--- config.mk ---
export PLATFORM = sky130hd
export DESIGN_NAME = base64_stream_decoder
export DESIGN_NICKNAME = d
export VERILOG_FILES = /design/src/hw/rtl/b64sd_pkg.sv /design/src/hw/rtl/b64sd_front.sv /design/src/hw/rtl/b64sd_queue.sv /design/src/hw/rtl/b64sd_back.sv /design/src/hw/rtl/base64_stream_decoder.sv
export SDC_FILE = /design/constraint.sdc
export NUM_CORES = 1
export LEC_CHECK = 0
export ABC_AREA = 1
export BUFFER_PORTS_ARGS = -buffer_cell sky130_fd_sc_hd__buf_2
export CORE_MARGIN = 1.5
export CORE_UTILIZATION = 28
export CTS_BUF_LIST = sky130_fd_sc_hd__clkbuf_8
export CTS_CLUSTER_SIZE = 24
export DETAILED_ROUTE_END_ITERATION = 10
export PLACE_DENSITY_LB_ADDON = 0.1
export SLEW_MARGIN = 15
export SYNTH_ARGS = -nofsm -noshare
export SYNTH_HDL_FRONTEND = slang
export SYNTH_SLANG_ARGS = --single-unit
--- constraint.sdc ---
create_clock -name clk -period 3.3 [get_ports clk]
set_input_delay 0.66 -clock clk [delete_from_list [all_inputs] [get_ports clk]]
set_output_delay 0.66 -clock clk [all_outputs]
set_load 0.005 [all_outputs]
--- src/hw/rtl/b64sd_pkg.sv ---
// Package for the base64 stream decoder: item types, queue entry type and
// the alphabet decode and byte packing functions. No dependencies.
package b64sd_pkg;

    localparam int QUEUE_DEPTH = 4;

    typedef struct packed {
        logic [7:0] symbol;
        logic       message_end;
    } in_item_t;

    typedef struct packed {
        logic [7:0] data_byte;
        logic       byte_valid;
        logic       decode_done;
    } out_item_t;

    // One queue entry carries the one to three result items of one input item.
    typedef struct packed {
        logic [2:0][7:0] bytes;
        logic [1:0]      last_idx;
        logic            has_bytes;
        logic            done;
    } entry_t;

    typedef struct packed {
        logic full;
        logic empty;
    } queue_status_t;

    // Bit 6 set means the character is not in the standard alphabet.
    function automatic logic [6:0] sym_decode(input logic [7:0] c);
        logic [6:0] v;
        v = 7'h40;
        if (c >= 8'h41 && c <= 8'h5a)
        begin
            v = {1'b0, 6'(c - 8'h41)};
        end
        else if (c >= 8'h61 && c <= 8'h7a)
        begin
            v = {1'b0, 6'(c - 8'h61 + 8'd26)};
        end
        else if (c >= 8'h30 && c <= 8'h39)
        begin
            v = {1'b0, 6'(c - 8'h30 + 8'd52)};
        end
        else if (c == 8'h2b)
        begin
            v = 7'd62;
        end
        else if (c == 8'h2f)
        begin
            v = 7'd63;
        end
        return v;
    endfunction

    function automatic logic [2:0][7:0] pack_group(input logic [5:0] s0,
                                                   input logic [5:0] s1,
                                                   input logic [5:0] s2,
                                                   input logic [5:0] s3);
        logic [2:0][7:0] b;
        b[0] = {s0, s1[5:4]};
        b[1] = {s1[3:0], s2[5:2]};
        b[2] = {s2[1:0], s3};
        return b;
    endfunction

endpackage

--- src/hw/rtl/b64sd_front.sv ---
// Front end of the base64 stream decoder: accepts characters, collects
// sextets and writes one queue entry per item that gives results. Uses b64sd_pkg.
module b64sd_front (
    input  logic                     clk,
    input  logic                     rst_n,
    input  logic                     char_valid,
    output logic                     char_ready,
    input  b64sd_pkg::in_item_t      char_item,
    input  b64sd_pkg::queue_status_t q_status,
    output logic                     push,
    output b64sd_pkg::entry_t        push_entry
);
    import b64sd_pkg::*;

    logic [5:0] store_reg [3];
    logic [5:0] store_next [3];
    logic [1:0] count_reg;
    logic [1:0] count_next;
    logic       halted_reg;
    logic       halted_next;
    logic [1:0] count_mid;
    logic       group_full;
    logic       accept;
    logic [6:0] sym;
    logic [5:0] flush_s2;

    assign char_ready = ~q_status.full;
    assign accept     = char_valid & char_ready;
    assign sym        = sym_decode(char_item.symbol);
    assign flush_s2   = (count_mid == 2'd3) ? store_next[2] : 6'd0;

    always_comb
    begin
        store_next  = store_reg;
        count_mid   = count_reg;
        halted_next = halted_reg;
        group_full  = 1'b0;
        if (!halted_reg)
        begin
            if (sym[6])
            begin
                halted_next = 1'b1;
            end
            else if (count_reg == 2'd3)
            begin
                group_full = 1'b1;
                count_mid  = 2'd0;
            end
            else
            begin
                store_next[count_reg] = sym[5:0];
                count_mid             = count_reg + 2'd1;
            end
        end

        push_entry.done = char_item.message_end;
        if (group_full)
        begin
            push_entry.bytes     = pack_group(store_reg[0], store_reg[1], store_reg[2],
                                              sym[5:0]);
            push_entry.last_idx  = 2'd2;
            push_entry.has_bytes = 1'b1;
        end
        else if (count_mid >= 2'd2)
        begin
            push_entry.bytes     = pack_group(store_next[0], store_next[1], flush_s2, 6'd0);
            push_entry.last_idx  = count_mid - 2'd2;
            push_entry.has_bytes = 1'b1;
        end
        else
        begin
            push_entry.bytes     = '0;
            push_entry.last_idx  = 2'd0;
            push_entry.has_bytes = 1'b0;
        end

        count_next = count_mid;
        if (char_item.message_end)
        begin
            count_next  = 2'd0;
            halted_next = 1'b0;
        end
    end

    assign push = accept & (group_full | char_item.message_end);

    always_ff @(posedge clk or negedge rst_n)
    begin
        if (!rst_n)
        begin
            count_reg  <= 2'd0;
            halted_reg <= 1'b0;
        end
        else if (accept)
        begin
            count_reg  <= count_next;
            halted_reg <= halted_next;
        end
    end

    always_ff @(posedge clk)
    begin
        if (accept)
        begin
            store_reg <= store_next;
        end
    end

endmodule

--- src/hw/rtl/b64sd_queue.sv ---
// Short queue of decoded entries between the front and back ends of the
// base64 stream decoder. Uses b64sd_pkg.
module b64sd_queue #(
    parameter int DEPTH = b64sd_pkg::QUEUE_DEPTH
) (
    input  logic                     clk,
    input  logic                     rst_n,
    input  logic                     push,
    input  b64sd_pkg::entry_t        push_entry,
    input  logic                     pop,
    output b64sd_pkg::entry_t        head,
    output b64sd_pkg::queue_status_t status
);
    import b64sd_pkg::*;

    localparam int PTR_W = (DEPTH > 1) ? $clog2(DEPTH) : 1;
    localparam int CNT_W = $clog2(DEPTH + 1);

    entry_t           mem_reg [DEPTH];
    logic [PTR_W-1:0] wr_ptr_reg;
    logic [PTR_W-1:0] rd_ptr_reg;
    logic [CNT_W-1:0] count_reg;
    logic             do_push;
    logic             do_pop;

    assign status.full  = (count_reg == CNT_W'(DEPTH));
    assign status.empty = (count_reg == '0);
    assign do_push      = push & ~status.full;
    assign do_pop       = pop & ~status.empty;
    assign head         = mem_reg[rd_ptr_reg];

    function automatic logic [PTR_W-1:0] ptr_inc(input logic [PTR_W-1:0] p);
        return (p == PTR_W'(DEPTH - 1)) ? '0 : p + 1'b1;
    endfunction

    always_ff @(posedge clk or negedge rst_n)
    begin
        if (!rst_n)
        begin
            wr_ptr_reg <= '0;
            rd_ptr_reg <= '0;
            count_reg  <= '0;
        end
        else
        begin
            if (do_push)
            begin
                wr_ptr_reg <= ptr_inc(wr_ptr_reg);
            end
            if (do_pop)
            begin
                rd_ptr_reg <= ptr_inc(rd_ptr_reg);
            end
            if (do_push && !do_pop)
            begin
                count_reg <= count_reg + 1'b1;
            end
            else if (do_pop && !do_push)
            begin
                count_reg <= count_reg - 1'b1;
            end
        end
    end

    always_ff @(posedge clk)
    begin
        if (do_push)
        begin
            mem_reg[wr_ptr_reg] <= push_entry;
        end
    end

endmodule

--- src/hw/rtl/b64sd_back.sv ---
// Back end of the base64 stream decoder: takes queue entries and hands out
// their result items one per cycle while res_ready is high. Uses b64sd_pkg.
module b64sd_back (
    input  logic                     clk,
    input  logic                     rst_n,
    input  b64sd_pkg::entry_t        head,
    input  b64sd_pkg::queue_status_t q_status,
    output logic                     pop,
    output logic                     res_valid,
    input  logic                     res_ready,
    output b64sd_pkg::out_item_t     res_item
);
    import b64sd_pkg::*;

    entry_t     cur_reg;
    logic       cur_valid_reg;
    logic       cur_valid_next;
    logic [1:0] idx_reg;
    logic [1:0] idx_next;
    logic       at_last;
    logic       taken;

    assign at_last   = (idx_reg == cur_reg.last_idx);
    assign taken     = cur_valid_reg & res_ready;
    assign pop       = ~q_status.empty & (~cur_valid_reg | (taken & at_last));
    assign res_valid = cur_valid_reg;

    always_comb
    begin
        cur_valid_next = cur_valid_reg;
        idx_next       = idx_reg;
        if (pop)
        begin
            cur_valid_next = 1'b1;
            idx_next       = 2'd0;
        end
        else if (taken)
        begin
            if (at_last)
            begin
                cur_valid_next = 1'b0;
            end
            else
            begin
                idx_next = idx_reg + 2'd1;
            end
        end
    end

    always_comb
    begin
        case (idx_reg)
            2'd0:    res_item.data_byte = cur_reg.bytes[0];
            2'd1:    res_item.data_byte = cur_reg.bytes[1];
            default: res_item.data_byte = cur_reg.bytes[2];
        endcase
        res_item.byte_valid  = cur_reg.has_bytes;
        res_item.decode_done = cur_reg.done & at_last;
    end

    always_ff @(posedge clk or negedge rst_n)
    begin
        if (!rst_n)
        begin
            cur_valid_reg <= 1'b0;
            idx_reg       <= 2'd0;
        end
        else
        begin
            cur_valid_reg <= cur_valid_next;
            idx_reg       <= idx_next;
        end
    end

    always_ff @(posedge clk)
    begin
        if (pop)
        begin
            cur_reg <= head;
        end
    end

endmodule

--- src/hw/rtl/base64_stream_decoder.sv ---
// Top level of the base64 stream decoder. Instantiates the front end, the
// entry queue and the back end; uses b64sd_pkg.
//
// The char channel takes one ASCII character per item with message_end on the
// last character of a message. The res channel gives decoded bytes, one per
// item; decode_done marks the last item of a message, and a message that
// yields no bytes gives a single item with byte_valid low.
// The front end decodes a character and, once four sextets are held or the
// message ends, writes an entry of one to three items into a queue of
// QUEUE_DEPTH entries. The back end loads an entry into its output register
// and hands its items out one per cycle while the receiver takes them.
// An accepted character's entry is registered in the queue and then in the
// output register before its first result item is offered. One character is
// accepted every cycle while the queue has space; the back end gives one item
// per cycle while the receiver takes them, so full four-character groups
// sustain one character per cycle. Reset clears the sextet count, halt flag,
// queue, output valid flag and index. When the receiver stalls, the current
// item holds, the queue fills, and char_ready falls once it is full.
module base64_stream_decoder #(
    parameter int QUEUE_DEPTH = b64sd_pkg::QUEUE_DEPTH
) (
    input  logic                 clk,
    input  logic                 rst_n,
    input  logic                 char_valid,
    output logic                 char_ready,
    input  b64sd_pkg::in_item_t  char_item,
    output logic                 res_valid,
    input  logic                 res_ready,
    output b64sd_pkg::out_item_t res_item
);
    import b64sd_pkg::*;

    logic          push;
    logic          pop;
    entry_t        push_entry;
    entry_t        head;
    queue_status_t q_status;

    b64sd_front u_front (
        .clk        (clk),
        .rst_n      (rst_n),
        .char_valid (char_valid),
        .char_ready (char_ready),
        .char_item  (char_item),
        .q_status   (q_status),
        .push       (push),
        .push_entry (push_entry)
    );

    b64sd_queue #(
        .DEPTH (QUEUE_DEPTH)
    ) u_queue (
        .clk        (clk),
        .rst_n      (rst_n),
        .push       (push),
        .push_entry (push_entry),
        .pop        (pop),
        .head       (head),
        .status     (q_status)
    );

    b64sd_back u_back (
        .clk       (clk),
        .rst_n     (rst_n),
        .head      (head),
        .q_status  (q_status),
        .pop       (pop),
        .res_valid (res_valid),
        .res_ready (res_ready),
        .res_item  (res_item)
    );

endmodule

==> results of run 1 <==
## where the power goes
group          total [mW]  leakage [nW]  switching [mW]  internal [mW]
Combinational        2.48          1.49            1.72          0.759
Sequential           3.27          1.65           0.170           3.10
Clock                1.59         0.220           0.765          0.827
## logic make-up after synthesis
kind of cell | after synthesis | synth area share (%)
and+or+nand+nor | 303 | 16.9
DFF | 171 | 65.7
AOI/OAI and AO/OA | 124 | 8.95
buffers and inverters | 70 | 3.84
adders and majority gates | 22 | 3.66
xor gates and xnor gates | 7 | 0.794
muxes | 1 | 0.146
## cell usage after synthesis (8+ instances only)
master    count
edfxtp_1    158
nand2_1     169
a22oi_1       8
o21ai_0      73
clkbuf_1     20
nand2_2      13
ha_1         21
inv_1        40
o22ai_1      30
dfrtp_1      13
nand3_1      19
nor2_1       80
## worst max-delay path by stage
| stage | from | endpoint | slack [ns] | cells past startpoint |
|---|---|---|---|---|
| after floorplan | char_item[1] | u_queue.mem_reg[0][0]$_DFFE_PP_ | -0.28 | 15 |
| after global routing | char_item[1] | u_queue.count_reg[2]$_DFFE_PN0P_ | 0.19 | 22 |
| after global placement | char_item[1] | u_queue.count_reg[2]$_DFFE_PN0P_ | 0.03 | 22 |
| final | char_item[1] | u_queue.count_reg[2]$_DFFE_PN0P_ | 0.41 | 22 |
| after CTS | char_item[1] | u_queue.count_reg[2]$_DFFE_PN0P_ | 0.43 | 22 |
| after detailed placement | char_item[1] | u_queue.count_reg[2]$_DFFE_PN0P_ | -0.08 | 22 |
## stage by stage
step                      std cells  hold WS (ns)  total power, mW
after floorplan                 698         0.364             4.89
after global placement         1058         0.486             5.82
after detailed placement       1058         0.520             5.87
after CTS                      1090        0.0805             7.47
after global routing           1090        0.0812             7.89
final                          1090        0.0962             7.34
## per-layer routing
metal / vias to the layer above / global-route usage [%]
li1: 2485 / -
met5: - / 0
met4: 0 / 3.89
met1: 2470 / 19.1
met2: 70 / 22.3
met3: 9 / 2.38
## worst max-delay path, delay by kind of cell
| family | cells | cell delay (ns) |
|---|---|---|
| XOR/XNOR | 1 | 0.15 |
| AND/OR/NAND/NOR | 10 | 0.93 |
| buffers and inverters | 6 | 0.50 |
| AO/OA/AOI/OAI | 2 | 0.27 |
| adder cells (fa/ha/maj) | 3 | 0.72 |
## layout make-up
cell class	count	area [sq um]	share of cell area [%]
clock inverter	15	196	2.24
sequential	171	5070	57.7
multi-input combinational	457	2360	26.9
tap	341	427	4.86
clock buffer	17	234	2.66
inverter	44	165	1.88
timing repair buffer	45	328	3.73
==> impl_results.md, run 1 <==
- CP dominant cell by count: inv_1
- Post-synthesis instance area: 7720 sq um
- Routed Antenna Nets: 0
- Least-Margin Pin Slew: 0.641 ns
- R2r startpoint: u_back.idx_reg[0]$_DFFE_PN0P_
- Worst setup margin: 0.406 ns
- Final Instance Area: 8780 sq um
- Max clock buf depth: 2
- Largest net degree at the start of global routing: 59
- Number of setup buffers added after CTS: 0
- Die Footprint: 28600 sq um
- Maximum vdd ir drop: 0.273 mV
- Clock skew: 0.0197 ns
- Asr flop ratio synth: 7.60%
- Static Leak: 3.36 nW
- Arrival @ worst endpoint: 3.23 ns
- Final setup fails: 0
- Dominant synthesized flop cell: edfxtp_1
- RSZ-0062 raised after global routing: no
- DR top layer: met4
- Final GP Congestion: 0.860
- Total Wirelength: 18500 um
- CTS Hold Buffers Added: 0
- 1st-iter DRT viols: 285
- Setup_tns: 0 ns
- First-pass GRT wire length: 29300 um
- Die Span X: 169 um
- Dpl ws: -0.0766 ns
- DR DRC count: 0
- Met1 Wirelength: 9140 um
- Net Count, Synth: 733
- Final HPWL DP: 11900 um
- GRT overflow: 0
- Number of flops mapped to enable cells by yosys: 158
- Commonest non-fill, non-tap cells in the layout: 169 x nand2_1, 158 x edfxtp_1, 76 x nor2_1
- # fillers: 2736
- Critical Path RT: 3.64 ns
- Max Transition Viols Final: 0
- Cts repair resizes: 0
- DR WL met2: 8770 um
- Pwr/cell area: 836 nW/um^2
- CTS buffer count: 17
- Final Hold Vio Count: 0
- Sequential fraction of the synthesis area: 65.7%
- Synth cell types: 35
- Layout cell share with drive strength beyond 1: 15.0%
- Minimum clock period: 2.89 ns
- Seq cells post-synth: 171
- CTS H-tree depth: 4
- Post-Synthesis Cells: 698
- Number of flip-flops in the largest register: 112
- Largest stage delay on the critical path: 0.38 ns
- Syn-to-layout area delta: 13.8%
- Clk Latency, worst-skew pair: 0.45 ns
- Area of the core: 27000 sq um
- Crit-path max FO: 7
- Clock Tree Root: clkbuf_8
- Cell taking the most area after synthesis: edfxtp_1
- Post-DP Area: 8350 sq um
- Final core utilization: 32.5%
- YS warnings: 0
- DR pass1 iterations: 5
- Critical-path top delay cell: fa_1
- Chip Height: 169 um
- CTS tree: built
- Initial Util: 28.6%
- R2R depth: 9
- Port Buffer Count: 24
- Vias in the first global route: 5022
- DR vias: 5034
- Max cap viols: 0
- Vias per cell: 4.62
- Clk sinks: 171
- Setup crit end kind: flop
- Startpoint types: input port
- Ant. Diodes: 0
- Gr usage total: 13.8%
- Reg2reg end: u_queue.count_reg[1]$_DFFE_PN0P_
- Period utilization: 87.7%
- Clock transition at path regs: 0.10 ns
- Crit-path cells: buf_2 > inv_1 > ha_1 > inv_1 > nand2_1 > nand2_1 > nor2_1 > nor2_1 > nand2_2 > nand3_4 > nand2_4 > nor2_4 > inv_2 > nand2_2 > nand2_2 > inv_1 > ha_1 > inv_1 > fa_1 > a21oi_1 > o21ai_0 > xnor2_1
- Synth area leaders: edfxtp_1 61%, nand2_1 8.2%, o21ai_0 4.7%, dfrtp_1 4.2%, nor2_1 3.9%
- Met3 Wirelength: 454 um
- R2R setup slack: 0.98 ns
- Total Nets Final: 771
- Row Count: 60
- Area share of the largest cell type after synthesis: 61.5%
- Initial antenna violation count: 0
- Hold Crit Class: input port to async pin
- WL/cell: 17.0 um
- Syn Area/Cell: 11.1 sq um
- Ports: 25
- Rel. slew slack: 57.3%
- Fmax: 0.346 GHz
- Commonest non-fill, non-tap cell in the layout: nand2_1
- Worst Setup Path Type: input port to flop
- Outcome: finished, final reports clean
(Power assumes the default switching activity.)
==> run 2: changes to the inputs <==
--- a/config.mk
+++ b/config.mk
@@ -6,7 +6,9 @@
 export NUM_CORES = 1
 export LEC_CHECK = 0
 export ABC_AREA = 1
-export BUFFER_PORTS_ARGS = -buffer_cell sky130_fd_sc_hd__buf_2
+export BUFFER_PORTS_ARGS = -buffer_cell sky130_fd_sc_hd__buf_4
+export CELL_PAD_IN_SITES_DETAIL_PLACEMENT = 1
+export CELL_PAD_IN_SITES_GLOBAL_PLACEMENT = 1
 export CORE_MARGIN = 1.5
 export CORE_UTILIZATION = 28
 export CTS_BUF_LIST = sky130_fd_sc_hd__clkbuf_8
==> impl_results.md, run 2 (synthesis results as in run 1) <==
- Setup_tns: 0 ns (unchanged)
- Largest stage delay on the critical path: 0.50 ns (was 0.38 ns)
- Clk sinks: 171 (unchanged)
- Sw Share: 38.3% (was 36.1%)
- Critical Path Source: u_back.idx_reg[1]$_DFFE_PN0P_ (was char_item[1])
- Final HPWL DP: 13100 um (was 11900 um)
- CP dominant cell by count: buf_4 (was inv_1)
- Max Transition Viols Final: 0 (unchanged)
- Port Buffer Count: 24 (unchanged)
- Critical Path RT: 2.64 ns (was 3.64 ns)
- Pwr Total: 7.23 mW (was 7.34 mW)
- Total Nets Final: 768 (was 771)
- Static Leak: 3.33 nW (was 3.36 nW)
- Arrival @ worst endpoint: 2.18 ns (was 3.23 ns)
- Commonest non-fill, non-tap cells in the layout: 169 x nand2_1, 158 x edfxtp_1, 76 x nor2_1 (unchanged)
- Final GP Congestion: 0.792 (was 0.860)
- Commonest non-fill, non-tap cell in the layout: nand2_1 (unchanged)
- CP endpoint: res_item[3] (was u_queue.count_reg[2]$_DFFE_PN0P_)
- Crit-path max FO: 9 (was 7)
- CTS tree: built (unchanged)
- Pwr/cell area: 826 nW/um^2 (was 836 nW/um^2)
- DR vias: 5040 (was 5034)
- R2R depth: 9 (unchanged)
- Clock Tree Root: clkbuf_8 (unchanged)
- Combinational share of power: 35.5% (was 33.7%)
- Clock power frac: 19.2% (was 21.7%)
- Number of setup buffers added after CTS: 0 (unchanged)
- Least-Margin Pin Slew: 0.645 ns (was 0.641 ns)
- Clk Latency, worst-skew pair: 0.46 ns (was 0.45 ns)
- Number of flip-flops in the largest register: 112 (unchanged)
- RSZ-0062 raised after global routing: no (unchanged)
- Net Sw Power: 2.77 mW (was 2.65 mW)
- Minimum clock period: 2.84 ns (was 2.89 ns)
- DR DRC count: 0 (unchanged)
- Hold Slack: 0.0447 ns (was 0.0962 ns)
- Maximum vdd ir drop: 0.227 mV (was 0.273 mV)
- Routed Antenna Nets: 0 (unchanged)
- Chip Height: 169 um (unchanged)
- Sequential group share of total power: 45.4% (was 44.6%)
- Max clock buf depth: 2 (unchanged)
- Fmax: 0.352 GHz (was 0.346 GHz)
- Setup crit end kind: output pin (was flop)
- Startpoint types: flop (was input port)
- Critical-path top delay cell: ha_1 (was fa_1)
- Vias in the first global route: 5373 (was 5022)
- CP bufs+invs: 3 (was 6)
- Gr usage total: 14.7% (was 13.8%)
- Layout cell share with drive strength beyond 1: 14.9% (was 15.0%)
- R2r startpoint: u_back.idx_reg[1]$_DFFE_PN0P_ (was u_back.idx_reg[0]$_DFFE_PN0P_)
- Reg2reg end: u_queue.count_reg[1]$_DFFE_PN0P_ (unchanged)
- Largest net degree at the start of global routing: 59 (unchanged)
- Cts repair resizes: 0 (unchanged)
- WL/cell: 18.3 um (was 17.0 um)
- Row Count: 60 (unchanged)
- Initial antenna violation count: 0 (unchanged)
- Rel. slew slack: 57.0% (was 57.3%)
- Clock transition at path regs: 0.10 ns (about the same)
- 1st-iter DRT viols: 260 (was 285)
- Vias per cell: 4.64 (was 4.62)
- Worst path top cell family by delay: adder cells (was simple AND/OR/NAND/NOR gates)
- Crit path depth: 7 (was 22)
- First-pass GRT wire length: 31400 um (was 29300 um)
- Total Wirelength: 19900 um (was 18500 um)
- CTS buffer count: 17 (unchanged)
- DR pass1 iterations: 4 (was 5)
- CTS Hold Buffers Added: 0 (unchanged)
- Final Hold Vio Count: 0 (unchanged)
- Ant. Diodes: 0 (unchanged)
- Syn-to-layout area delta: 13.4% (was 13.8%)
- GRT overflow: 0 (unchanged)
- Outcome: finished, final reports clean (unchanged)
- Cell internal pwr: 4.46 mW (was 4.69 mW)
- Die Span X: 169 um (unchanged)
- R2R setup slack: 0.90 ns (was 0.98 ns)
- Final setup fails: 0 (unchanged)
- Die Footprint: 28600 sq um (unchanged)
- Crit-path cells: inv_1 > ha_1 > nor2_1 > buf_4 > a22oi_1 > nand2_1 > buf_4 (was buf_2 > inv_1 > ha_1 > inv_1 > nand2_1 > nand2_1 > nor2_1 > nor2_1 > nand2_2 > nand3_4 > nand2_4 > nor2_4 > inv_2 > nand2_2 > nand2_2 > inv_1 > ha_1 > inv_1 > fa_1 > a21oi_1 > o21ai_0 > xnor2_1)
- Period utilization: 86.1% (was 87.7%)
- Worst Setup Path Type: flop to output pin (was input port to flop)
- Area of the core: 27000 sq um (unchanged)
- Clock skew: 0.0127 ns (was 0.0197 ns)
- Ports: 25 (unchanged)
- Hold Crit Class: input port to async pin (unchanged)
- CTS H-tree depth: 4 (unchanged)
- Initial Util: 28.6% (unchanged)
- Max cap viols: 0 (unchanged)
## run 2: cell count changes in the layout (fill, tap and decap cells not counted), sizes merged
cell | previous run | this run
buf | 45 | 42
inv | 50 | 54
bufinv | 4 | 0
## run 2: worst register-to-register path, stage by stage, from the launching register on
cell	delay, ns
dfrtp_1	0.40
xnor2_1	0.19
nand2_1	0.11
o21ai_1	0.20
inv_1	0.05
or2_2	0.34
ha_1	0.21
inv_1	0.10
fa_1	0.42
mux2_2	0.26
## run 2: layer usage
layer	vias to the layer above	track usage [%]	wire length (um)
li1	2480	-	-
met1	2495	19.2	9750
met2	53	25.3	9660
met3	12	2.50	343
met4	0	3.96	188
met5	-	0	0
## run 2: final cells by class
cell class	instances	area, sq um
tap	341	427
fill	3023	18300
clock inverter	15	129
sequential	171	5070
clock buffer	17	234
inverter	44	165
timing repair buffer	42	365
multi-input combinational	457	2360
## run 2: metrics by stage
stage                     util (%)  setup slack (ns)  cells  instance area [sq um]
after global routing          32.4             0.223   1087                   8750
after global placement        31.0             0.106   1055                   8390
final                         32.4             0.460   1087                   8750
after CTS                     32.4             0.335   1087                   8750
after detailed placement      31.0            0.0328   1055                   8390
after floorplan                  -            -0.283    698                   7720
## run 2: worst min path at each step
stage,cells past startpoint,from,to,slack [ns]
detailed placement,1,u_queue.count_reg[2]$_DFFE_PN0P_,u_queue.count_reg[2]$_DFFE_PN0P_,0.52
floorplan,0,rst_n,u_back.idx_reg[0]$_DFFE_PN0P_,0.36
global placement,1,u_queue.count_reg[2]$_DFFE_PN0P_,u_queue.count_reg[2]$_DFFE_PN0P_,0.50
CTS,1,rst_n,u_queue.wr_ptr_reg[1]$_DFFE_PN0P_,0.01
finish,1,rst_n,u_back.idx_reg[1]$_DFFE_PN0P_,0.04
global route,1,rst_n,u_queue.wr_ptr_reg[1]$_DFFE_PN0P_,0.01
## run 2: power by group through the flow
stage               registers (mW)  logic [mW]  clock network [mW]
global route                  3.33        2.92                1.51
CTS                           3.29        2.64                1.43
floorplan                     3.28        1.61                   0
global placement              3.31        2.56                   0
finish                        3.28        2.57                1.39
detailed placement            3.34        2.63                   0
